### src/rtl/lvpm_pkg.sv
// Shared types and codes for the virtual light mapper.
package lvpm_pkg;

  localparam int ADDR_W = 24;

  localparam logic [1:0] CMD_CLEAR = 2'd0;
  localparam logic [1:0] CMD_ADD   = 2'd1;
  localparam logic [1:0] CMD_WRITE = 2'd2;
  localparam logic [1:0] CMD_READ  = 2'd3;

  localparam logic [1:0] KIND_COLOR = 2'd0;
  localparam logic [1:0] KIND_ONE   = 2'd1;
  localparam logic [1:0] KIND_MORE  = 2'd2;

  localparam logic [1:0] ST_DONE  = 2'd0;
  localparam logic [1:0] ST_RANGE = 2'd1;
  localparam logic [1:0] ST_FULL  = 2'd2;

  typedef logic [4:0] dp_op_t;

  localparam dp_op_t OP_NONE      = 5'd0;
  localparam dp_op_t OP_LOAD      = 5'd1;
  localparam dp_op_t OP_INIT_STEP = 5'd2;
  localparam dp_op_t OP_CLR_START = 5'd3;
  localparam dp_op_t OP_CLR_STEP  = 5'd4;
  localparam dp_op_t OP_ENT_RD    = 5'd5;
  localparam dp_op_t OP_ADD_COLOR = 5'd6;
  localparam dp_op_t OP_ADD_NEW1  = 5'd7;
  localparam dp_op_t OP_ADD_NEW2  = 5'd8;
  localparam dp_op_t OP_HT_RD     = 5'd9;
  localparam dp_op_t OP_ADD_APP1  = 5'd10;
  localparam dp_op_t OP_ADD_APP2  = 5'd11;
  localparam dp_op_t OP_COLOR_WR  = 5'd12;
  localparam dp_op_t OP_COLOR_RD  = 5'd13;
  localparam dp_op_t OP_PTR_HEAD  = 5'd14;
  localparam dp_op_t OP_POOL_RD   = 5'd15;
  localparam dp_op_t OP_LIGHT_V   = 5'd16;
  localparam dp_op_t OP_LIGHT_VAL = 5'd17;
  localparam dp_op_t OP_LIGHT_PL  = 5'd18;
  localparam dp_op_t OP_MUL       = 5'd19;
  localparam dp_op_t OP_ADDR      = 5'd20;
  localparam dp_op_t OP_CHK       = 5'd21;
  localparam dp_op_t OP_WBYTE     = 5'd22;
  localparam dp_op_t OP_RBYTE     = 5'd23;
  localparam dp_op_t OP_NEXT      = 5'd24;

  typedef struct packed {
    dp_op_t     op;
    logic       fin;
    logic [1:0] fin_status;
  } dp_cmd_t;

  typedef struct packed {
    logic       out_free;
    logic       init_done;
    logic       clr_done;
    logic [1:0] cmd;
    logic       v_range;
    logic       cnt_bad;
    logic       mapped;
    logic [1:0] kind;
    logic       full_new;
    logic       full_app;
    logic       oob;
    logic       wr_last;
    logic       rd_last;
    logic       at_tail;
    logic       list_mode;
  } dp_stat_t;

endpackage

### src/rtl/lvpm_ctrl.sv
// Sequencing state machine of the virtual light mapper.
module lvpm_ctrl import lvpm_pkg::*; (
  input  logic     clk,
  input  logic     rst_n,
  input  logic     in_tvalid,
  output logic     in_tready,
  input  dp_stat_t stat_i,
  output dp_cmd_t  cmd_o
);

  localparam logic [4:0] S_INIT  = 5'd0;
  localparam logic [4:0] S_IDLE  = 5'd1;
  localparam logic [4:0] S_DEC   = 5'd2;
  localparam logic [4:0] S_CLR   = 5'd3;
  localparam logic [4:0] S_EVAL  = 5'd4;
  localparam logic [4:0] S_NEW2  = 5'd5;
  localparam logic [4:0] S_APP1  = 5'd6;
  localparam logic [4:0] S_APP2  = 5'd7;
  localparam logic [4:0] S_PTR   = 5'd8;
  localparam logic [4:0] S_POOL  = 5'd9;
  localparam logic [4:0] S_LIGHT = 5'd10;
  localparam logic [4:0] S_MUL   = 5'd11;
  localparam logic [4:0] S_ADDR  = 5'd12;
  localparam logic [4:0] S_CHK   = 5'd13;
  localparam logic [4:0] S_WR    = 5'd14;
  localparam logic [4:0] S_RD    = 5'd15;
  localparam logic [4:0] S_AFTER = 5'd16;

  logic [4:0] state_r, state_nxt;

  assign in_tready = (state_r == S_IDLE) && stat_i.out_free;

  always_comb begin
    state_nxt = state_r;
    cmd_o = '{op: OP_NONE, fin: 1'b0, fin_status: ST_DONE};
    case (state_r)
      S_INIT: begin
        cmd_o.op = OP_INIT_STEP;
        if (stat_i.init_done) state_nxt = S_IDLE;
      end
      S_IDLE: begin
        if (in_tvalid && in_tready) begin
          cmd_o.op = OP_LOAD;
          state_nxt = S_DEC;
        end
      end
      S_DEC: begin
        case (stat_i.cmd)
          CMD_CLEAR: begin
            cmd_o.op = OP_CLR_START;
            state_nxt = S_CLR;
          end
          CMD_ADD: begin
            if (stat_i.v_range) begin
              cmd_o.fin = 1'b1;
              cmd_o.fin_status = ST_RANGE;
              state_nxt = S_IDLE;
            end else begin
              cmd_o.op = OP_ENT_RD;
              state_nxt = S_EVAL;
            end
          end
          default: begin
            if (stat_i.cmd == CMD_WRITE && stat_i.cnt_bad) begin
              cmd_o.fin = 1'b1;
              cmd_o.fin_status = ST_RANGE;
              state_nxt = S_IDLE;
            end else if (!stat_i.mapped) begin
              cmd_o.op = OP_LIGHT_V;
              state_nxt = S_MUL;
            end else begin
              cmd_o.op = OP_ENT_RD;
              state_nxt = S_EVAL;
            end
          end
        endcase
      end
      S_CLR: begin
        cmd_o.op = OP_CLR_STEP;
        if (stat_i.clr_done) begin
          cmd_o.fin = 1'b1;
          state_nxt = S_IDLE;
        end
      end
      S_EVAL: begin
        if (stat_i.cmd == CMD_ADD) begin
          case (stat_i.kind)
            KIND_COLOR: begin
              cmd_o.op = OP_ADD_COLOR;
              cmd_o.fin = 1'b1;
              state_nxt = S_IDLE;
            end
            KIND_ONE: begin
              if (stat_i.full_new) begin
                cmd_o.fin = 1'b1;
                cmd_o.fin_status = ST_FULL;
                state_nxt = S_IDLE;
              end else begin
                cmd_o.op = OP_ADD_NEW1;
                state_nxt = S_NEW2;
              end
            end
            default: begin
              if (stat_i.full_app) begin
                cmd_o.fin = 1'b1;
                cmd_o.fin_status = ST_FULL;
                state_nxt = S_IDLE;
              end else begin
                cmd_o.op = OP_HT_RD;
                state_nxt = S_APP1;
              end
            end
          endcase
        end else begin
          case (stat_i.kind)
            KIND_COLOR: begin
              cmd_o.op = (stat_i.cmd == CMD_READ) ? OP_COLOR_RD : OP_COLOR_WR;
              cmd_o.fin = 1'b1;
              state_nxt = S_IDLE;
            end
            KIND_ONE: begin
              cmd_o.op = OP_LIGHT_VAL;
              state_nxt = S_MUL;
            end
            default: begin
              cmd_o.op = OP_HT_RD;
              state_nxt = S_PTR;
            end
          endcase
        end
      end
      S_NEW2: begin
        cmd_o.op = OP_ADD_NEW2;
        cmd_o.fin = 1'b1;
        state_nxt = S_IDLE;
      end
      S_APP1: begin
        cmd_o.op = OP_ADD_APP1;
        state_nxt = S_APP2;
      end
      S_APP2: begin
        cmd_o.op = OP_ADD_APP2;
        cmd_o.fin = 1'b1;
        state_nxt = S_IDLE;
      end
      S_PTR: begin
        cmd_o.op = OP_PTR_HEAD;
        state_nxt = S_POOL;
      end
      S_POOL: begin
        cmd_o.op = OP_POOL_RD;
        state_nxt = S_LIGHT;
      end
      S_LIGHT: begin
        cmd_o.op = OP_LIGHT_PL;
        state_nxt = S_MUL;
      end
      S_MUL: begin
        cmd_o.op = OP_MUL;
        state_nxt = S_ADDR;
      end
      S_ADDR: begin
        cmd_o.op = OP_ADDR;
        state_nxt = S_CHK;
      end
      S_CHK: begin
        cmd_o.op = OP_CHK;
        if (stat_i.cmd == CMD_READ) begin
          if (stat_i.oob) begin
            cmd_o.fin = 1'b1;
            state_nxt = S_IDLE;
          end else begin
            state_nxt = S_RD;
          end
        end else begin
          state_nxt = stat_i.oob ? S_AFTER : S_WR;
        end
      end
      S_WR: begin
        if (stat_i.wr_last) state_nxt = S_AFTER;
        else cmd_o.op = OP_WBYTE;
      end
      S_RD: begin
        cmd_o.op = OP_RBYTE;
        if (stat_i.rd_last) begin
          cmd_o.fin = 1'b1;
          state_nxt = S_IDLE;
        end
      end
      S_AFTER: begin
        if (!stat_i.list_mode || stat_i.at_tail) begin
          cmd_o.fin = 1'b1;
          state_nxt = S_IDLE;
        end else begin
          cmd_o.op = OP_NEXT;
          state_nxt = S_POOL;
        end
      end
      default: state_nxt = S_IDLE;
    endcase
  end

  always_ff @(posedge clk) begin
    if (!rst_n) state_r <= S_INIT;
    else state_r <= state_nxt;
  end

endmodule

### config.mk
export PLATFORM = sky130hd
export DESIGN_NAME = lvpm_ctrl
export DESIGN_NICKNAME = d
export VERILOG_FILES = /design/src/rtl/lvpm_pkg.sv /design/src/rtl/lvpm_ctrl.sv
export SDC_FILE = /design/constraint.sdc
export NUM_CORES = 1
export LEC_CHECK = 0
export ABC_AREA = 0
export BUFFER_PORTS_ARGS = -buffer_cell sky130_fd_sc_hd__clkbuf_2
export CAP_MARGIN = 20
export CORE_ASPECT_RATIO = 2
export CORE_MARGIN = 2
export CORE_UTILIZATION = 35
export CTS_CLUSTER_SIZE = 24
export DETAILED_ROUTE_END_ITERATION = 10
export GPL_TIMING_DRIVEN = 0
export PLACE_DENSITY = 0.58
export SLEW_MARGIN = 5
export SYNTH_ARGS = -nofsm -noshare
export SYNTH_HDL_FRONTEND = slang
export SYNTH_SLANG_ARGS = --single-unit
### constraint.sdc
create_clock -name clk -period 1.4 [get_ports clk]
set_input_delay 0.07 -clock clk [delete_from_list [all_inputs] [get_ports clk]]
set_output_delay 0.07 -clock clk [all_outputs]
set_load 0.02 [all_outputs]
* Word-level counts from Yosys, hierarchy flattened *
Cells that the tools add are included.
W data, S select, Z words.

word-level totals
  register bits = 5
  input bits = 20
  logic and storage cells = 84

operators by class
  equality and inequality tests = 25
  muxes and demuxes = 48
  reductions and logical operators = 10

operators by type and width
  operator              count
  $pmux W5 S17          1
  $pmux W5 S15          1
  $mux W5               13
  $pmux W5 S2           5
  $eq A5 B4 Y1 const B  8
  $mux W3               9
  $eq A5 B3 Y1 const B  4
  $mux W4               4
  $eq A5 B2 Y1 const B  2
  $mux W1               8
  $ne A2 B2 Y1 const B  4
  $pmux W2 S2           2
  $pmux W4 S2           1
  $pmux W1 S7           1
  $mux W6               1
  $pmux W3 S2           1
  $eq A5 B1 Y1 const B  1
  $eq A5 B5 Y1 const B  1
  $logic_not A5 Y1      1
  $reduce_and A5 Y1     1
  $eq A2 B1 Y1 const B  2
  $eq A2 B2 Y1 const B  2
  $logic_not A2 Y1      2
  $logic_and A1 B1 Y1   3
  5 further kinds       5

* Depth between registers and ports, before layout *
Gate-level depths: netlist of the first run.

  word-level depth = 5
  depth in mapped cells = 7
  mapped depth without buffers = 5

* Worst setup path after synthesis of the first run *
Ideal clock, no wire load.

  path type = reg2out
  start point = register state_r[3]
  end point = output cmd_o[1] (netlist name)
  data arrival time = 1.615 ns
  required time = 1.330 ns
  slack = -0.285 ns
  stages on the path, launching flop included = 5
  path through = dfxtp_1 > buf_6 > nor4b_2 > nand2_1 > nor4_1

RTL lines
  what                    line              text
  start, declared         lvpm_ctrl.sv:29   logic [4:0] state_r, state_nxt;
  start signal, assigned  lvpm_ctrl.sv:205  else state_r <= state_nxt;
  end, declared           lvpm_ctrl.sv:8    output dp_cmd_t cmd_o

==> flow_summary.toml, run 1 <==
[final_layout]
stdcell_count = 221
drive_above_1_share = 0.469
largest_register = "state_r"
layout_commonest_cell = "clkbuf_2"
fillCellCount = 270
fin_nets = 213
antenna_cells = 0
largest_reg_flops = 5
top_regs = "state_r (5)"
area_delta_synth_final_pct = 59.8
final_cell_mix = "18 x clkbuf_2, 15 x buf_4, 14 x nand2_1, 12 x a21oi_1, 9 x nor2_1"
design_area_um2 = 1540
finish.utilization = 0.571

[routing]
ant_nets = 0
vias = 1378
drtIter0Drc = 65
drc = 0
detail_route.vias_per_cell = 6.24
wl_um = 4130
drt_pass1_iterations = 4
avgRoutedWirePerCell_um = 18.7

[clocking]
cts_tree = "built"
clk-insertion-delay-late_ps = 220
cts-htree-levels = 1
clock_sinks = 5
root_buffer = "clkbuf_8"
clk_pin_slew_ps = 40
cts_made_buffers = 3
clock_path_buffers = 2
ctsHoldBuffers = 0

[min_path]
hp-class = "in2reg"

[worst_setup_path]
end_kind = "output port"
cp-start-kind = "register"
arrival_ps = 1700
worstPathRequired_ps = 1330
cp_max_fo = 7
worstSetupPathType = "reg2out"

[power_and_ir_drop]
peakVddDrop_v = 0.000586
powerDensity_nw_per_um2 = 1380
leakagePower_nw = 0.617

[logic_synthesis]
netlist_area_um2 = 966
yosysWarningCount = 0
ys_ff_latch = 5
synth_top_area_share = 0.104
synth.yosys.seq_area_share = 0.104
synth_nets = 168
synthCells = 148
async_reset_ff_frac = 0
synthDistinctLibCells = 50
synth_edf_count = 0
ys_dominant_reg_cell = "dfxtp_1"
synth_top_area_cell = "dfxtp_1"
synth_area_leaders = "dfxtp_1 10%, a21oi_1 7.8%, o21ai_0 7.3%"
syn_area_per_cell_um2 = 6.53

[global_routing]
grt_pass1_wl_um = 6150
grt_pass1_vias = 1389
antenna_found_initial = 0
grt_overflow = 0
grt_usage = 0.263
grt_max_degree = 11

[sta]
finalHoldViolations = 0
drv_slew = 0
fin_crit_ps = 1770
slew_headroom = 0.679
worst_pin_slew_ps = 478
timing.final.crit_share = 1.26
setup_ws_ps = -365
setup_viol = 12
rsz0062_at_grt = "true"
max_freq_mhz = 566
fin_worst_skew_ps = 1.54

[floorplanning]
ios = 29
core_area_um2 = 2700
start_util = 0.357
fp.dieW_um = 41.1
die_h_um = 78.3
rows = 27
die_area_um2 = 3220

[placement]
hpwl_um = 2840
place_inst = 204
portBuffers = 27
place_congestion = 0.960
dpl-instance-area_um2 = 1190

[outcome]
violations = "setup timing"
outcome = "finished, violations left"

[flow_run]
drv_cap = 0
## synthesized netlist by cell type (2+ instances only)
cell      instances
nand2_1          16
a21oi_1          15
o21ai_0          14
nor2_1           12
inv_1             7
nand2b_1          7
nand3_1           7
nor2b_1           6
buf_2             5
dfxtp_1           5
o31ai_1           5
and3_1            4
nand3b_1          4
a221o_1           2
buf_4             2
nor4_1            2
o22ai_1           2
## per-layer routing
layer  GRT usage  wire, µm  part of all wire
met5           0         0                 0
met4       0.194       186             0.045
met3      0.0339       213             0.052
met2       0.420      2360              0.57
met1       0.287      1370              0.33
## worst max-delay path, stage by stage, from the launching register on
cell      delay, ps
dfxtp_2         340
buf_6           140
inv_2            80
and2_4          170
a221o_1         310
a221o_1         280
clkbuf_8        160
## cells by family (layout without fill, tap and decap cells)
kind of cell / after synthesis / after routing / share of synthesized area
DFF: 5 / 5 / 0.104
AOI/OAI and AO/OA: 56 / 56 / 0.394
and+or+nand+nor: 71 / 71 / 0.418
buffers and inverters: 16 / 60 / 0.0842
## metrics by stage
step | power, mW | hold WS [ps] | setup TNS, ps | setup slack (ps)
floorplan | 1.08 | 198 | 0 | 2.57
global placement | 1.39 | 333 | -1670 | -311
detailed placement | 1.40 | 342 | -1880 | -339
CTS | 1.93 | 106 | -2830 | -366
global route | 2.24 | 99.2 | -3400 | -405
finish | 2.13 | 107 | -2770 | -365
## report_power, final
part           leakage [nW]  internal [mW]  switching [mW]  total (mW)
combinational         0.551          0.751           0.844        1.59
sequential           0.0438          0.190          0.0789       0.269
clock                0.0228          0.196          0.0711       0.267
## final timing paths
| kind | depth (start not counted) | start | end | slack, ps |
|---|---|---|---|---|
| setup / recovery | 6 | state_r[1]$_SDFFE_PN0P_ | cmd_o[2] | -370 |
| hold / removal | 2 | rst_n | state_r[3]$_SDFFE_PN0P_ | 110 |
| setup reg to reg | 6 | state_r[0]$_SDFFE_PN0P_ | state_r[3]$_SDFFE_PN0P_ | -270 |
| hold reg to reg | 3 | state_r[2]$_SDFFE_PN0P_ | state_r[2]$_SDFFE_PN0P_ | 690 |
## final cells by class
class	instances	area, µm²	area share
multi-input cells	127	945	0.612
well taps	29	36.3	0.0235
clock buffers	4	45.0	0.0292
repair buffers	41	297	0.192
plain buffers	8	81.3	0.0527
inverters	7	26.3	0.0170
flip-flops and latches	5	114	0.0737
## repair_timing
| action | in CTS | in global routing |
|---|---|---|
| gates cloned | 1 | 0 |
| pin swaps | 8 | 11 |
| buffers inserted | 7 | 6 |
| resized for setup | 40 | 26 |
| setup endpoints to repair | 14 | 14 |
Power figures use the tool's default switching activity.
==> run 2: changes to the inputs <==
==> constraint.sdc (replaced) <==
create_clock -name clk -period 1.4 [get_ports clk]
set_input_delay 0.28 -clock clk [delete_from_list [all_inputs] [get_ports clk]]
set_output_delay 0.28 -clock clk [all_outputs]
set_load 0.02 [all_outputs]
==> run 2 against run 1 <==
Sequential power increased by 7.4%; the flow still finishes with violations (setup timing); clock skew about the same; sequential share of layout area decreased by 0.54 points; via count increased by 3.3%; cell count increased by 1.8%; non-clock buffer count increased by 4; largest cell class unchanged; worst setup slack got worse by 200 ps.
==> flow_summary.toml, run 2 (synthesis results as in run 1) <==
[worst_setup_path]
end_kind = "output port"
cp_common_cell = "a221o_1"
arrival_ps = 1680
critPathSlowestCell = "dfxtp_2"
worstPathRequired_ps = 1120
critPathMaxStageDelay_ps = 320
crit_chain = "buf_6, nor2_4, and3_4, a221o_1, a221o_1, clkbuf_8"
cp-start-kind = "register"
cp_max_fo = 10
reg2regPathDepth = 9
worstSetupPathType = "reg2out"

[floorplanning]
die_h_um = 78.3
ios = 29
rows = 27
start_util = 0.357
fp.dieW_um = 41.1
core_area_um2 = 2700
die_area_um2 = 3220

[global_routing]
grt_pass1_vias = 1357
grt_usage = 0.283
grt_overflow = 0
antenna_found_initial = 0
grt_pass1_wl_um = 6350
grt_max_degree = 11

[final_layout]
area_delta_synth_final_pct = 76.2
multi_input_area_um2 = 1000
seq_area_um2 = 116
antenna_cells = 0
final_cell_mix = "18 x clkbuf_2, 15 x buf_4, 12 x nand2_1, 11 x a21oi_1"
top_regs = "state_r (5)"
largest_reg_flops = 5
fillCellCount = 241
layout_commonest_cell = "clkbuf_2"
largest_register = "state_r"
fin_nets = 217
drive_above_1_share = 0.526

[clocking]
cts_tree = "built"
clk-insertion-delay-late_ps = 230
cts_made_buffers = 3
ctsHoldBuffers = 0
cts-htree-levels = 1
clock_sinks = 5
clock_path_buffers = 2
root_buffer = "clkbuf_8"
clk_pin_slew_ps = 40

[placement]
hpwl_um = 2950
portBuffers = 27
place_congestion = 0.905

[power_and_ir_drop]
powerDensity_nw_per_um2 = 1460
peakVddDrop_v = 0.000787
p_sw_mw = 1.12
comb_power_share = 0.771
leakagePower_nw = 0.671
fin_total_pwr_mw = 2.48
internal-power_mw = 1.35
pwr-share-seq = 0.117
p_sw_frac = 0.453
power.share.clock = 0.112

[sta]
rsz0062_at_grt = "true"
holdWs_ps = 312
worst_pin_slew_ps = 500
setup_ws_ps = -564
fin_crit_ps = 1960
timing.final.crit_share = 1.40
max_freq_mhz = 509
setup_viol = 14
finalHoldViolations = 0
slew_headroom = 0.664
fin_worst_skew_ps = 1.92
drv_slew = 0

[routing]
drtIter0Drc = 60
avgRoutedWirePerCell_um = 19.3
detail_route.vias_per_cell = 6.33
drc = 0
wl_um = 4350
vias = 1424
drt_pass1_iterations = 8
ant_nets = 0

[outcome]
violations = "setup timing"
outcome = "finished, violations left"

[flow_run]
drv_cap = 0

[min_path]
hold_depth = 2
hp-class = "in2reg"
-- run 2: repair_timing --
action,4_1_cts,5_1_grt
cloned,1,0
resized for setup,44,30
endpoints found under the setup margin,13,14
pin swaps,17,15
buffers inserted,11,6
-- run 2: stage by stage --
stage / utilization / setup slack, ps / TNS [ps] / cell area [µm²] / instances
floorplan: - / -179 / -640 / 1060 / 148
global placement: 0.456 / -501 / -2820 / 1230 / 204
CTS: 0.571 / -548 / -4380 / 1540 / 219
finish: 0.630 / -564 / -4860 / 1700 / 225
detailed placement: 0.456 / -560 / -3120 / 1230 / 204
global route: 0.630 / -598 / -5600 / 1700 / 225
-- run 2: worst paths after layout --
check,endpoint,slack [ps],start
setup / recovery,cmd_o[2],-560,state_r[2]$_SDFFE_PN0P_
hold / removal,state_r[3]$_SDFFE_PN0P_,310,rst_n
setup reg to reg,state_r[0]$_SDFFE_PN0P_,-270,state_r[1]$_SDFFE_PN0P_
hold reg to reg,state_r[2]$_SDFFE_PN0P_,640,state_r[2]$_SDFFE_PN0P_
-- run 2: final cells by class --
cell class,instances,share of cell area
multi-input cells,127,0.590
repair buffers,45,0.215
flip-flops and latches,5,0.0684
plain buffers,8,0.0574
clock buffers,4,0.0265
inverters,7,0.0213
well taps,29,0.0213
-- run 2: worst max-delay path, delay by kind of cell (launching register included) --
kind,cells,cell delay [ps]
AOI/OAI and AO/OA,2,590
DFF,1,320
and+or+nand+nor,2,240
buffers and inverters,2,310
-- run 2: power by group through the flow --
| stage | clock network [mW] | logic (mW) | registers (mW) |
|---|---|---|---|
| 2_1_floorplan | 0 | 0.925 | 0.219 |
| 3_3_place_gp | 0 | 1.22 | 0.232 |
| 3_5_place_dp | 0 | 1.24 | 0.235 |
| 4_1_cts | 0.272 | 1.59 | 0.274 |
| 5_1_grt | 0.285 | 2.02 | 0.293 |
| 6_report | 0.278 | 1.91 | 0.289 |
-- run 2: routing by layer --
metal / share of wire / track usage
met3: 0.036 / 0.0480
met2: 0.57 / 0.478
met4: 0.073 / 0.184
met5: 0 / 0
met1: 0.32 / 0.284
